<file path="src/hdl/sca_pkg.sv">
// Shared types, codes and size-class helpers for the slab size-class allocator.
// Depends on nothing; sca_free_decode, the allocator and the bench import it.
package sca_pkg;

    localparam int NUM_CLASSES = 9;
    localparam int PAGE_BYTES  = 4096;
    localparam int SLOT_BITS   = 8;

    localparam logic [7:0] NO_SLOT    = 8'hFF;
    localparam logic [3:0] CLS_NONE   = 4'd9;

    localparam logic [1:0] ST_OK        = 2'd0;
    localparam logic [1:0] ST_TOO_LARGE = 2'd1;
    localparam logic [1:0] ST_EXHAUSTED = 2'd2;
    localparam logic [1:0] ST_BAD_FREE  = 2'd3;

    localparam logic [3:0] CLS_1536 = 4'd7;
    localparam logic [3:0] CLS_2048 = 4'd8;

    // Result of decoding a free address inside a page
    typedef struct packed {
        logic       ok;
        logic [7:0] slot;
    } free_dec_t;

    // Smallest class that holds the size; CLS_NONE when too large
    function automatic logic [3:0] class_of_size(input logic [15:0] size);
        logic [3:0] c;
        c = CLS_NONE;
        priority if (size <= 16'd16)   c = 4'd0;
        else if (size <= 16'd32)        c = 4'd1;
        else if (size <= 16'd64)        c = 4'd2;
        else if (size <= 16'd128)       c = 4'd3;
        else if (size <= 16'd256)       c = 4'd4;
        else if (size <= 16'd512)       c = 4'd5;
        else if (size <= 16'd1024)      c = 4'd6;
        else if (size <= 16'd1536)      c = 4'd7;
        else if (size <= 16'd2048)      c = 4'd8;
        else                            c = CLS_NONE;
        return c;
    endfunction

    // Byte offset of a slot within the slot area: slot times class size
    function automatic logic [19:0] slot_offset(input logic [3:0] cls, input logic [7:0] slot);
        logic [19:0] s;
        logic [19:0] r;
        s = 20'(slot);
        unique case (cls)
            4'd0:     r = s << 4;
            4'd1:     r = s << 5;
            4'd2:     r = s << 6;
            4'd3:     r = s << 7;
            4'd4:     r = s << 8;
            4'd5:     r = s << 9;
            4'd6:     r = s << 10;
            CLS_1536: r = (s << 10) + (s << 9);
            CLS_2048: r = s << 11;
            default:  r = '0;
        endcase
        return r;
    endfunction

endpackage

</file>
<file path="src/hdl/sca_free_decode.sv">
// Free-address check: header, slot boundary and slot count for one class.
// Depends on sca_pkg.
module sca_free_decode #(
    parameter int HEADER_BYTES = 48
) (
    input  logic [3:0]          cls,
    input  logic [11:0]         pg_off,
    input  logic [7:0]          slots,
    output sca_pkg::free_dec_t  dec
);
    import sca_pkg::*;

    localparam logic [11:0] HDR = 12'(HEADER_BYTES);

    logic [11:0] rel;
    logic [11:0] quot;
    logic        on_bound;

    assign rel = pg_off - HDR;

    // Split the offset into slot index and remainder
    always_comb begin
        unique case (cls)
            4'd0:     begin quot = rel >> 4;  on_bound = (rel[3:0] == '0);  end
            4'd1:     begin quot = rel >> 5;  on_bound = (rel[4:0] == '0);  end
            4'd2:     begin quot = rel >> 6;  on_bound = (rel[5:0] == '0);  end
            4'd3:     begin quot = rel >> 7;  on_bound = (rel[6:0] == '0);  end
            4'd4:     begin quot = rel >> 8;  on_bound = (rel[7:0] == '0);  end
            4'd5:     begin quot = rel >> 9;  on_bound = (rel[8:0] == '0);  end
            4'd6:     begin quot = rel >> 10; on_bound = (rel[9:0] == '0);  end
            CLS_1536: begin
                quot     = (rel >= 12'd3072) ? 12'd2 : ((rel >= 12'd1536) ? 12'd1 : 12'd0);
                on_bound = (rel == 12'd0) || (rel == 12'd1536) || (rel == 12'd3072);
            end
            CLS_2048: begin quot = rel >> 11; on_bound = (rel[10:0] == '0); end
            default:  begin quot = '0;        on_bound = 1'b0;              end
        endcase
    end

    assign dec.ok   = (pg_off >= HDR) && on_bound && (quot < 12'(slots));
    assign dec.slot = quot[7:0];
endmodule

</file>
<file path="config.mk">
export PLATFORM = sky130hd
export DESIGN_NAME = sca_free_decode
export DESIGN_NICKNAME = d
export VERILOG_FILES = /design/src/hdl/sca_pkg.sv /design/src/hdl/sca_free_decode.sv
export SDC_FILE = /design/constraint.sdc
export NUM_CORES = 1
export LEC_CHECK = 0
export BUFFER_PORTS_ARGS = -buffer_cell sky130_fd_sc_hd__buf_4
export CAP_MARGIN = 20
export CORE_MARGIN = 2
export CORE_UTILIZATION = 40
export DETAILED_ROUTE_END_ITERATION = 7
export PLACE_DENSITY = 0.69
export SLEW_MARGIN = 20
export SYNTH_ARGS = -nofsm -noshare
export SYNTH_HDL_FRONTEND = slang
export SYNTH_SLANG_ARGS = --single-unit
</file>
<file path="constraint.sdc">
create_clock -name vclk -period 3.1
set_input_delay 0.31 -clock vclk [all_inputs]
set_output_delay 0.31 -clock vclk [all_outputs]
set_load 0.02 [all_outputs]
</file>
==> impl_metrics.yaml <==
sta:
  relSlewSlack_pct: 73.86
  rsz0062_at_grt: "yes"
  period_share_pct: 112.2
  drv_slew: 0
  setup_viol: 1
  tightestPinTransition_ps: 382.2
  fin_ws_ps: -377.6
  fmax_ghz: 0.2876
  fin_crit_ps: 3478
  finalHoldViolations: 0
  hold_slack_ps: 1023
  tns_ps: -377.6
finish:
  drive_above_1_share_pct: 46.63
  clkbuf_count: 0
  final_cells: 221
  seqCellArea_sq_um: 0
  finalNetCount: 228
  area_growth_pct: 67.25
  layout_common_cells: "buf_4 (65), nor2_1 (12), inv_1 (11)"
  fill_cells: 189
  n_sequential_cell: 0
  stdcell_area_sq_mm: 0.001546
  antenna_cells: 0
  layout_commonest_cell: "buf_4"
die:
  die_area_sq_mm: 0.002712
  fp.coreArea_sq_mm: 0.002191
  row_count: 17
  io-pin-count: 33
  die_y_microns: 52.08
  start_util_pct: 42.20
  die_x_microns: 52.08
job:
  maxCapViolCount: 0
status:
  violations: "setup timing"
  outcome: "finished, violations left"
logic_synthesis:
  synth_cell_types: 42
  syn_nets: 168
  synth_top_area_cell: "ha_1"
  syn_avg_cell_area_sq_um: 6.849
  synth-warning-count: 0
  yosys-top-cells-area: "ha_1 (12%), a211oi_1 (5.7%), a21oi_1 (4.9%)"
  synth_area_sq_um: 924.6
  synth_top_area_share_pct: 12.18
  ys_seq_area_share_pct: 0
  synth_cells: 135
min_path:
  min_path_type: "input port to primary output"
critical_path:
  path_max_fanout: 3
  cp_slowest_cell: "or3_4"
  worst_path_largest_cell_delay_ps: 420
  cp.arrival_ps: 3170
  cp.required_ps: 2790
  worst_setup_path_end_kind: "primary output"
  crit_type: "input port to primary output"
  path_cells: "buf_6 -> or3_4 -> nor4b_4 -> xnor2_2 -> nor2_1 -> nor2_1 -> or2_4 -> a211oi_4 -> ha_1 -> a21o_1 -> a21oi_2 -> o21ai_1 -> a2111o_1 -> a211oi_4 -> buf_6"
  start_kind: "input port"
grt:
  grt_max_degree: 24
  grt_antenna_before_repair: 0
  grt_pass1_vias: 1109
  grt.overflow.total: 0
  track_usage_pct: 22.17
  grt_pass1_wl_microns: 4816
routing:
  remaining_drc_errors: 0
  ant_nets: 0
  drtIter0Drc: 15
  vias_per_cell: 5.570
  vias: 1231
  first_pass_iters: 4
  drt-total-wl_microns: 2963
  wl_per_cell_microns: 13.41
placement:
  place_congestion: 0.8877
  dpl.hpwl_microns: 2377
  io_buffers: 33
  place_area_sq_mm: 0.001453
  dpl.cell_count: 219
power:
  power_density_mw_per_mm2: 145.4
  p_leak_nw: 0.7120
  total_power_mw: 0.2249
  ir_drop_mv: 0.09785
-- worst max-delay path, delay by kind of cell --
kind / cells / cell delay, ps
AO/OA/AOI/OAI: 6 / 1120
XOR/XNOR: 1 / 120
adder cells (fa/ha/maj): 1 / 280
buffers and inverters: 2 / 240
AND/OR/NAND/NOR: 5 / 1110
-- layout make-up --
class / instances / area (sq um) / share of cell area [%]
well taps: 28 / 35.03 / 2.265
inverters: 11 / 41.29 / 2.670
multi-input cells: 114 / 948.4 / 61.33
repair buffers: 68 / 521.8 / 33.74
-- Yosys cell counts (2+ instances only) --
| master | count |
|---|---|
| xnor2_1 | 4 |
| a21o_1 | 2 |
| nand3_1 | 5 |
| nand4_1 | 2 |
| ha_1 | 9 |
| nand2_1 | 10 |
| o31a_1 | 3 |
| mux2i_1 | 4 |
| clkbuf_1 | 10 |
| nand3b_1 | 2 |
| nor2_1 | 12 |
| inv_1 | 11 |
| nor3_1 | 6 |
| nand2b_1 | 2 |
| nor2b_1 | 4 |
| xor2_1 | 2 |
| nor4_1 | 2 |
| a21oi_1 | 9 |
| o31ai_1 | 2 |
| a211oi_1 | 7 |
| o21ai_0 | 6 |
-- kinds of logic (layout without fill, tap and decap cells) --
logic type / Yosys count / after routing / synth area share, %
AO/OA/AOI/OAI: 41 / 41 / 33.83
XOR/XNOR: 7 / 7 / 7.443
buffers and inverters: 21 / 79 / 8.526
adder cells (fa/ha/maj): 9 / 9 / 12.18
AND/OR/NAND/NOR: 53 / 53 / 33.69
multiplexers: 4 / 4 / 4.330
-- stage by stage --
| stage | util, % | setup WS, ps |
|---|---|---|
| floorplan | - | -362.9 |
| global placement | 66.31 | -399.8 |
| detailed placement | 66.31 | -471.4 |
| CTS | 66.31 | -476.4 |
| global route | 70.59 | -519.8 |
| finish | 70.59 | -377.6 |
-- worst paths after layout --
| check | cells after the start | from | endpoint | slack (ps) |
|---|---|---|---|---|
| max | 15 | pg_off[6] | dec[8] | -380 |
| min | 4 | slots[0] | dec[8] | 1020 |
-- what timing repair did --
item,in CTS,in global routing
pin swaps,0,6
hold buffers,0,0
setup buffers,0,2
gates resized for setup,0,17
endpoints found under the setup margin,1,1
-- per-layer routing --
| layer | global-route usage (%) | wire length, microns | vias to the layer above |
|---|---|---|---|
| li1 | - | - | 618 |
| met2 | 38.82 | 1425 | 46 |
| met4 | 1.316 | 26 | 0 |
| met5 | 0 | 0 | - |
| met1 | 31.02 | 1336 | 565 |
| met3 | 1.149 | 174 | 2 |
-- where the power goes --
group          internal (mW)  total, mW  switching, mW
clock network              0          0              0
logic                  0.114      0.225          0.111
registers                  0          0              0
total                  0.114      0.225          0.111
(Power assumes the default switching activity.)
