File: config.mk
export PLATFORM = sky130hd
export DESIGN_NAME = sca_ram
export DESIGN_NICKNAME = d
export VERILOG_FILES = /design/src/hdl/sca_ram.sv
export SDC_FILE = /design/constraint.sdc
export NUM_CORES = 1
export LEC_CHECK = 0
export BUFFER_PORTS_ARGS = -buffer_cell sky130_fd_sc_hd__buf_4
export CORE_MARGIN = 1
export CORE_UTILIZATION = 60
export CTS_CLUSTER_SIZE = 24
export DETAILED_ROUTE_END_ITERATION = 7
export PLACE_DENSITY = 0.84
export SKIP_LAST_GASP = 1
export SYNTH_ARGS = -nofsm -noshare
export SYNTH_HDL_FRONTEND = slang
export SYNTH_SLANG_ARGS = --single-unit
File: constraint.sdc
create_clock -name aclk -period 4.6 [get_ports aclk]
set_input_delay 0.46 -clock aclk [delete_from_list [all_inputs] [get_ports aclk]]
set_output_delay 0.46 -clock aclk [all_outputs]
set_load 0.02 [all_outputs]
File: src/hdl/sca_ram.sv
// Simple dual-port synchronous RAM: one write port, one read port, registered read.
// Depends on nothing.
module sca_ram #(
    parameter int W  = 8,
    parameter int D  = 16,
    parameter int AW = 4
) (
    input  logic          aclk,
    input  logic          we,
    input  logic [AW-1:0] waddr,
    input  logic [W-1:0]  wdata,
    input  logic [AW-1:0] raddr,
    output logic [W-1:0]  rdata
);
    logic [W-1:0] mem [D];

    // Write and registered read
    always_ff @(posedge aclk) begin
        if (we) begin
            mem[waddr] <= wdata;
        end
        rdata <= mem[raddr];
    end
endmodule

==> flow_metrics.tcl, run 1 <==
set metrics [dict create \
    place_hpwl_microns 5410 \
    arrival_ps 1920 \
    path_buf_inv 1 \
    start_kind "input port" \
    crit_type "in2reg" \
    grt_pass1_wl_microns 14100 \
    whs_ps 256 \
    layout.nets 283 \
    cp_cell_sequence "buf_4 -> or3b_2 -> nor3_1" \
    dp.cells 351 \
    synth_seq_cells 136 \
    antenna_found_initial 0 \
    via_per_inst 6.31 \
    num_rows 33 \
    track_usage 0.239 \
    cpMaxStageDelayCell "nor3_1" \
    worstMarginPinSlew_ps 1230 \
    clock.fmax_mhz 561 \
    grt_remaining_overflow 0 \
    crit_end "mem[0][3]$_DFFE_PP_" \
    worst_slack_ps 2820 \
    yosysTopAreaCellShare 0.747 \
    synth.distinct_cells 19 \
    p_leak_uw 0.00201 \
    drive_above_1_share 0.263 \
    vias 2415 \
    tns_ps 0 \
    clk_pin_slew_ps 60 \
    avgSynthCellArea_sq_um 22.5 \
    routedWlPerCell_microns 24.6 \
    first_global_vias 2454 \
    clk_latency_ps 520 \
    cp_max_fo 8 \
    synth_nets 247 \
    rr_startpoint "mem[1][5]$_DFFE_PP_" \
    synthCells 229 \
    synth_warnings 0 \
    gp_congestion 0.788 \
    stdcell_count 383 \
    yosysTopAreaCell "edfxtp_1" \
    place_ws_ps 2310 \
    routed_wl_microns 9420 \
    irDropWorstVdd_mv 0.371 \
    cp-end-kind "flop" \
    htree_levels 4 \
    synthesis.area_sq_mm 0.00515 \
    hold_class "in2reg" \
    cts-resized-gates 0 \
    fin_crit_sh 0.388 \
    reg2regPathDepth 3 \
    portBuffers 25 \
    ys_seq_area_frac 0.778 \
    fin_crit_ps 1780 \
    ctsLongestPathBuffers 2 \
    drc 0 \
    cp_top_family "simple AND/OR/NAND/NOR gates" \
    grt_max_degree 33 \
    fp.dieArea_sq_mm 0.00895 \
    status "finished, final reports clean" \
    cts_root_buffer "clkbuf_8" \
    die_y_microns 94.6 \
    cp_num_cells 3 \
    cap_violations 0 \
    max_stage_delay_ps 830 \
    coreArea_sq_mm 0.00826 \
    antenna_left 0 \
    grt_setup_unrepaired "false" \
    n_antenna_cell 0 \
    start_util 0.623 \
    area_growth_pct 16.5 \
    cts_tree "built" \
    die_w_microns 94.6 \
    hold_viol 0 \
    cts_hold_buf 0 \
    required_ps 4730 \
    finalPower_uw 2880 \
    startpoint "waddr[2]" \
    post-cts-setup-buffers 0 \
    r2r_end "rdata[5]$_DFF_P_" \
    drt_iter0_drc 307 \
    finalSetupViolCount 0 \
    fillCellCount 462 \
    cts_buffers 17 \
    cellPowerDensity_mw_per_mm2 481 \
    slew_viol_final 0 \
    slew-limit-headroom 0.170 \
    cts_sinks 136 \
    clock-skew-final_ps 4.82 \
    drtPass1Iterations 5 \
    yosys-top-cells-area "edfxtp_1 (75%), mux4_2 (7.9%), mux4_1 (7.1%)" \
    r2r_slack_ps 3180 \
    ios 26 \
]
-- final cells by class --
cell class	instances	area [sq um]	area share
clock inverter	13	178	0.0296
sequential	136	4000	0.668
clock buffer	19	422	0.0703
tap	105	131	0.0219
multi-input combinational	83	1060	0.176
timing repair buffer	27	203	0.0338
-- power by group --
| part | total (uW) | internal [uW] | switching [uW] |
|---|---|---|---|
| logic | 138 | 58.3 | 79.9 |
| clock network | 1350 | 876 | 477 |
| registers | 1390 | 1390 | 7.90 |
| total | 2880 | 2320 | 565 |
-- worst min-delay path by stage --
stage                         start              endpoint  slack [ps]  cells after the start
6_report                   wdata[0]  mem[12][0]$_DFFE_PP_         260                      1
5_1_grt                    wdata[6]   mem[6][6]$_DFFE_PP_         260                      1
4_1_cts                    wdata[7]  mem[15][7]$_DFFE_PP_         240                      1
3_5_place_dp   mem[14][3]$_DFFE_PP_      rdata[3]$_DFF_P_         660                      3
3_3_place_gp   mem[14][0]$_DFFE_PP_      rdata[0]$_DFF_P_         640                      3
2_1_floorplan              wdata[0]   mem[0][0]$_DFFE_PP_         560                      0
-- cell families after synthesis --
logic type / share of synthesized area
flip-flops: 0.778
AND/OR/NAND/NOR: 0.0318
multiplexers: 0.150
AO/OA/AOI/OAI: 0.0233
buffers and inverters: 0.0168
-- per-stage QoR --
step / cell area, sq um / utilization
final: 5990 / 0.726
after global routing: 5990 / 0.726
after CTS: 5990 / 0.726
after detailed placement: 5400 / 0.653
after global placement: 5400 / 0.653
after floorplan: 5150 / -
-- per-layer routing --
layer	vias to the layer above	track usage	routed length (microns)
met4	0	0.116	182
met5	-	0	0
met2	126	0.357	4680
li1	1044	-	-
met1	1229	0.336	3860
met3	16	0.0564	695
-- cells in the mapped netlist --
| library cell | count |
|---|---|
| edfxtp_1 | 128 |
| mux4_2 | 18 |
| a22oi_1 | 16 |
| mux4_1 | 14 |
| nor2_1 | 13 |
| nand2_1 | 9 |
| dfxtp_1 | 8 |
| nor3_1 | 4 |
| buf_2 | 3 |
| buf_6 | 3 |
| clkdlybuf4s25_2 | 3 |
| nand2b_1 | 2 |
| nand3b_1 | 2 |
| and2_1 | 1 |
| and2b_1 | 1 |
| buf_4 | 1 |
| nand3_1 | 1 |
| nor2b_1 | 1 |
| or3b_2 | 1 |
-- sequential cells by signal, indices dropped and copies added, names as in the netlist --
register and cells:
mem 128, rdata 8
-- layout by cell type (no fill, tap or decap), types with 2 or more instances in the layout --
| cell | Yosys | layout |
|---|---|---|
| edfxtp_1 | 128 | 128 |
| buf_4 | 1 | 27 |
| mux4_2 | 18 | 18 |
| a22oi_1 | 16 | 16 |
| clkbuf_16 | 0 | 16 |
| mux4_1 | 14 | 14 |
| nor2_1 | 13 | 13 |
| nand2_1 | 9 | 9 |
| dfxtp_1 | 8 | 8 |
| nor3_1 | 4 | 4 |
| bufinv_16 | 0 | 4 |
| clkinv_1 | 0 | 3 |
| nand3b_1 | 2 | 2 |
| nand2b_1 | 2 | 2 |
| clkinvlp_4 | 0 | 2 |
| clkbuf_1 | 0 | 2 |
| clkinv_4 | 0 | 2 |
Power figures use the tool's default switching activity.
==> run 2, diff against run 1 <==
Settings changed: ABC_AREA set to 1, CORE_UTILIZATION 60 to 55, PLACE_DENSITY 0.84 to 0.81.
Clock period 4.6 ns to 1.61 ns, I/O delays scaled along.
==> run 2 against run 1 <==
Effect of this change: power increased to 3.1 times the previous value; die area increased by 22%; design area increased by 15%; clock power increased to 3.2 times the previous value; clock skew increased by 6.2 ps; sequential power increased to 2.9 times the previous value; count of clock-buffer cells in the layout increased by 1; worst setup slack got worse by 2300 ps; synthesized area increased by 12%.
==> flow_metrics.tcl, run 2 <==
set metrics [dict create \
    avgSynthCellArea_sq_um 10.5 \
    clock-skew-final_ps 11.0 \
    routed_wl_microns 12900 \
    cts_tree "built" \
    finalSetupViolCount 0 \
    slew_viol_final 0 \
    routedWlPerCell_microns 17.2 \
    synthesis.area_sq_mm 0.00577 \
    required_ps 1450 \
    post-cts-setup-buffers 0 \
    arrival_ps 980 \
    layout.nets 620 \
    fp.dieArea_sq_mm 0.0109 \
    ys_seq_area_frac 0.694 \
    yosysMostFrequentCell "nand2_1" \
    via_per_inst 5.38 \
    synthMuxAreaShare 0 \
    yosysTopAreaCellShare 0.667 \
    most-common-layout-cells "nand2_1 (173), edfxtp_1 (128), inv_1 (100)" \
    whs_ps 68.2 \
    synth_nets 569 \
    yosys-top-cells-area "edfxtp_1 (67%), nand2_1 (11%), nand3_1 (8.4%)" \
    cp_top_family "flip-flops" \
    regMostFlops "mem" \
    num_rows 37 \
    track_usage 0.257 \
    layout_commonest_cell "nand2_1" \
    grt_pass1_wl_microns 20500 \
    synth_seq_cells 136 \
    crit_type "reg2out" \
    hold_viol 0 \
    coreArea_sq_mm 0.0102 \
    worstMarginPinSlew_ps 305 \
    drt_iter0_drc 466 \
    cap_violations 0 \
    max_stage_delay_ps 300 \
    synth-edff-count 128 \
    cellPowerDensity_mw_per_mm2 1280 \
    synth.distinct_cells 12 \
    cts_sinks 136 \
    synth-simple-area-share 0.210 \
    synth_top_flop_cell "edfxtp_1" \
    status "finished, final reports clean" \
    start_util 0.564 \
    synth_xor_area_frac 0 \
    finalPower_uw 8860 \
    path_buf_inv 1 \
    synthCells 551 \
    irDropWorstVdd_mv 0.954 \
    portBuffers 25 \
    async_reset_ff_frac 0 \
    gp_congestion 0.841 \
    fin_crit_ps 1140 \
    synth_warnings 0 \
    grt_setup_unrepaired "false" \
    cts_hold_buf 9 \
    first_global_vias 3996 \
    drc 0 \
    largest_reg_flops 128 \
    antenna_left 0 \
    cts_buffers 17 \
    area_growth_pct 20.0 \
    largest_registers "mem: 128 flops, rdata: 8 flops" \
    cpMaxStageDelayCell "dfxtp_1" \
    cts-resized-gates 0 \
    hold_class "in2reg" \
    antenna_found_initial 0 \
    htree_levels 4 \
    vias 4039 \
    start_kind "flop" \
    n_antenna_cell 0 \
    cp_cell_sequence "buf_4" \
    grt_remaining_overflow 0 \
    synth_top_family_by_area "simple AND/OR/NAND/NOR gates" \
    p_leak_uw 0.00303 \
    clk_pin_slew_ps 60 \
    ctsLongestPathBuffers 2 \
    cp-end-kind "output port" \
    clk_latency_ps 530 \
    place_hpwl_microns 7570 \
    synth_adder_area_share 0 \
    cts_root_buffer "clkbuf_8" \
    tns_ps 0 \
    drtPass1Iterations 5 \
    die_y_microns 104 \
    synth_compound_area_frac 0 \
    die_w_microns 104 \
    ios 26 \
    slew-limit-headroom 0.797 \
    yosysTopAreaCell "edfxtp_1" \
    drive_above_1_share 0.128 \
    fin_crit_sh 0.709 \
    clock.fmax_mhz 876 \
    cp_max_fo 1 \
    grt_max_degree 65 \
    yosys-top-cells-count "nand2_1 (173), edfxtp_1 (128), inv_1 (100), nand3_1 (97), nor2_1 (17)" \
]
## run 2: cell count changes after synthesis, sizes merged, moves of 2 or more
cell           before  now
a22oi              16    0
buf                 7   24
clkdlybuf4s25       3    0
inv                 0  102
mux4               32    0
nand2               9  173
nand2b              2    0
nand3               1   97
nor2               13   17
nor3                4    0
## run 2: metrics by stage
step / cell area, sq um / util / std cells / setup WS (ps)
final: 6920 / 0.676 / 751 / 469
after global routing: 6920 / 0.676 / 751 / 412
after CTS: 6920 / 0.676 / 751 / 449
after detailed placement: 6170 / 0.603 / 710 / 272
after global placement: 6170 / 0.603 / 710 / 291
after floorplan: 5770 / - / 551 / 498
## run 2: where the power goes
| group | internal (uW) | total [uW] | switching, uW |
|---|---|---|---|
| registers | 3960 | 3980 | 21.8 |
| clock network | 2870 | 4310 | 1440 |
| logic | 192 | 566 | 374 |
## run 2: layout make-up
type,count,area [sq um]
Tap cell,136,170
Timing Repair Buffer,56,493
Sequential cell,136,4000
Inverter,102,383
Clock inverter,12,221
Fill cell,694,3310
Clock buffer,20,435
Multi-Input combinational cell,289,1210
## run 2: metal layers
| metal | global-route usage | share of wire | up-vias | routed length, microns |
|---|---|---|---|---|
| met4 | 0.153 | 0.038 | 0 | 485 |
| li1 | - | - | 1877 | - |
| met5 | 0 | 0 | - | 0 |
| met3 | 0.0633 | 0.082 | 36 | 1060 |
| met2 | 0.403 | 0.49 | 214 | 6290 |
| met1 | 0.325 | 0.39 | 1912 | 5090 |
## run 2: logic make-up (layout without fill, tap and decap cells)
group,Yosys count,in the layout
buf+inv,126,190
flops,136,136
simple gates,289,289
## run 2: worst register-to-register path, cell delays in order (launching register included)
cell and delay (ps):
edfxtp_1 370, inv_1 80, nand2_1 60, nand3_1 90, nand3_1 130, nand3_1 180
nand2_1 70
## run 2: path summary, 6_finish.rpt
kind / from / slack (ps) / cells past startpoint / to
min reg2reg: mem[14][4]$_DFFE_PP_ / 670 / 6 / rdata[4]$_DFF_P_
min: raddr[2] / 70 / 4 / rdata[4]$_DFF_P_
max: rdata[1]$_DFF_P_ / 470 / 1 / rdata[1]
max reg2reg: mem[2][7]$_DFFE_PP_ / 540 / 6 / rdata[7]$_DFF_P_
==> run 3, diff against run 2 <==
Settings changed: CORE_UTILIZATION 55 to 60, PLACE_DENSITY 0.81 to 0.84.
Clock period 1.61 ns to 1.1 ns, I/O delays scaled along.
==> run 3 against run 2 <==
Effect of this change: non-clock buffer count grew 3; sequential share of layout area grew 0.36 points; critical path depth is the same; utilization grew 6.6 points; combinational power grew 54%; critical path type unchanged; worst setup slack lost 460 ps; largest power group is now registers; clock power grew 22%; count of clock-buffer cells in the layout shrank 3.
==> flow_metrics.tcl, run 3 (synthesis results as in run 2) <==
set metrics [dict create \
    n_antenna_cell 0 \
    cp_max_fo 1 \
    drc 0 \
    routedWlPerCell_microns 17.4 \
    cp_top_family "flip-flops" \
    htree_levels 4 \
    cts_root_buffer "clkbuf_8" \
    switching_share 0.223 \
    hold_class "in2reg" \
    clock.fmax_mhz 917 \
    num_rows 35 \
    seq_power_share 0.488 \
    gp_congestion 0.834 \
    track_usage 0.281 \
    crit_type "reg2out" \
    slew-limit-headroom 0.803 \
    grt_remaining_overflow 0 \
    layout.nets 623 \
    portBuffers 25 \
    drive_above_1_share 0.143 \
    tns_ps 0 \
    layout_commonest_cell "nand2_1" \
    finalSetupViolCount 0 \
    cts_sinks 136 \
    grt_max_degree 65 \
    ctsLongestPathBuffers 2 \
    most-common-layout-cells "nand2_1 (173), edfxtp_1 (128), inv_1 (100)" \
    fin_crit_ps 1090 \
    routed_wl_microns 13000 \
    clock-skew-final_ps 7.01 \
    start_util 0.621 \
    arrival_ps 980 \
    grt_setup_unrepaired "true" \
    clk_latency_ps 520 \
    clk_pin_slew_ps 60 \
    worstMarginPinSlew_ps 295 \
    whs_ps 187 \
    regMostFlops "mem" \
    first_global_vias 3862 \
    cp-end-kind "output port" \
    drtPass1Iterations 6 \
    fin_crit_sh 0.991 \
    p_int_uw 9290 \
    status "finished, final reports clean" \
    antenna_found_initial 0 \
    area_growth_pct 19.4 \
    p_leak_uw 0.00301 \
    hold_viol 0 \
    p_clk_frac 0.439 \
    required_ps 990 \
    vias 4047 \
    max_stage_delay_ps 350 \
    largest_reg_flops 128 \
    place_hpwl_microns 7680 \
    drt_iter0_drc 385 \
    stdcell_area_sq_mm 0.00689 \
    path_buf_inv 1 \
    pwr-share-comb 0.073 \
    irDropWorstVdd_mv 1.02 \
    die_y_microns 100 \
    slew_viol_final 0 \
    cellPowerDensity_mw_per_mm2 1740 \
    fp.dieArea_sq_mm 0.0100 \
    cts_buffers 17 \
    dpl_cell_area_sq_mm 0.00620 \
    cap_violations 0 \
    via_per_inst 5.42 \
    largest_registers "mem: 128 flops, rdata: 8 flops" \
    post-cts-setup-buffers 0 \
    antenna_left 0 \
    die_w_microns 100 \
    final_util 0.742 \
    cts_tree "built" \
    finalPower_uw 12000 \
    cp_cell_sequence "buf_6" \
    cpMaxStageDelayCell "dfxtp_2" \
    p_sw_uw 2670 \
    ios 26 \
    grt_pass1_wl_microns 20200 \
    coreArea_sq_mm 0.00928 \
    start_kind "flop" \
]
-- run 3: changes by cell type in the layout (fill, tap and decap cells not counted), moves of 3 or more --
cell / previous run / this run
clkinv_2: 3 / 6
buf_6: 0 / 5
dfxtp_1: 8 / 3
buf_4: 43 / 38
dfxtp_2: 0 / 5
clkinvlp_4: 0 / 3
bufinv_16: 6 / 2
-- run 3: final timing paths --
| check | endpoint | slack, ps | startpoint | cells after the start |
|---|---|---|---|---|
| min reg2reg | rdata[7]$_DFF_P_ | 690 | mem[10][7]$_DFFE_PP_ | 6 |
| min | rdata[7]$_DFF_P_ | 190 | raddr[1] | 6 |
| max reg2reg | rdata[6]$_DFF_P_ | 80 | mem[5][6]$_DFFE_PP_ | 6 |
| max | rdata[2] | 10 | rdata[2]$_DFF_P_ | 1 |
-- run 3: metrics by stage --
stage	instances	setup WS, ps
6_report	746	9.72
5_1_grt	746	-20.8
4_1_cts	746	-11.9
3_5_place_dp	705	-76.0
3_3_place_gp	705	-24.6
2_1_floorplan	551	39.2
-- run 3: power by group through the flow --
stage	clock network, uW	logic (uW)	registers (uW)
6_report	5250	869	5840
3_5_place_dp	0	803	5940
3_3_place_gp	0	779	5940
4_1_cts	5270	852	5840
5_1_grt	5490	927	5850
2_1_floorplan	0	409	5970
-- run 3: area by class of cell --
cell class | instances | area (sq um)
Timing Repair Buffer | 59 | 562
Clock inverter | 14 | 134
Clock buffer | 17 | 414
Inverter | 102 | 383
Tap cell | 129 | 161
Sequential cell | 136 | 4010
Multi-Input combinational cell | 289 | 1220
Fill cell | 606 | 2400
-- run 3: layer usage --
layer	wire [microns]	up-vias	share of wire	global-route usage
met2	6510	229	0.50	0.463
met5	0	-	0	0
met4	292	0	0.022	0.100
met1	5040	1911	0.39	0.371
li1	-	1881	-	-
met3	1160	26	0.089	0.0662
-- run 3: worst min-delay path, delay by kind of cell --
kind	cells	cell delay (ps)
AND/OR/NAND/NOR	4	260
buffers and inverters	2	290
-- run 3: what timing repair did --
action	CTS	global route
gates cloned	0	0
hold buffers	10	0
gates resized for setup	8	4
hold endpoints to repair	136	0
setup endpoints to repair	4	7
pin swaps	0	0
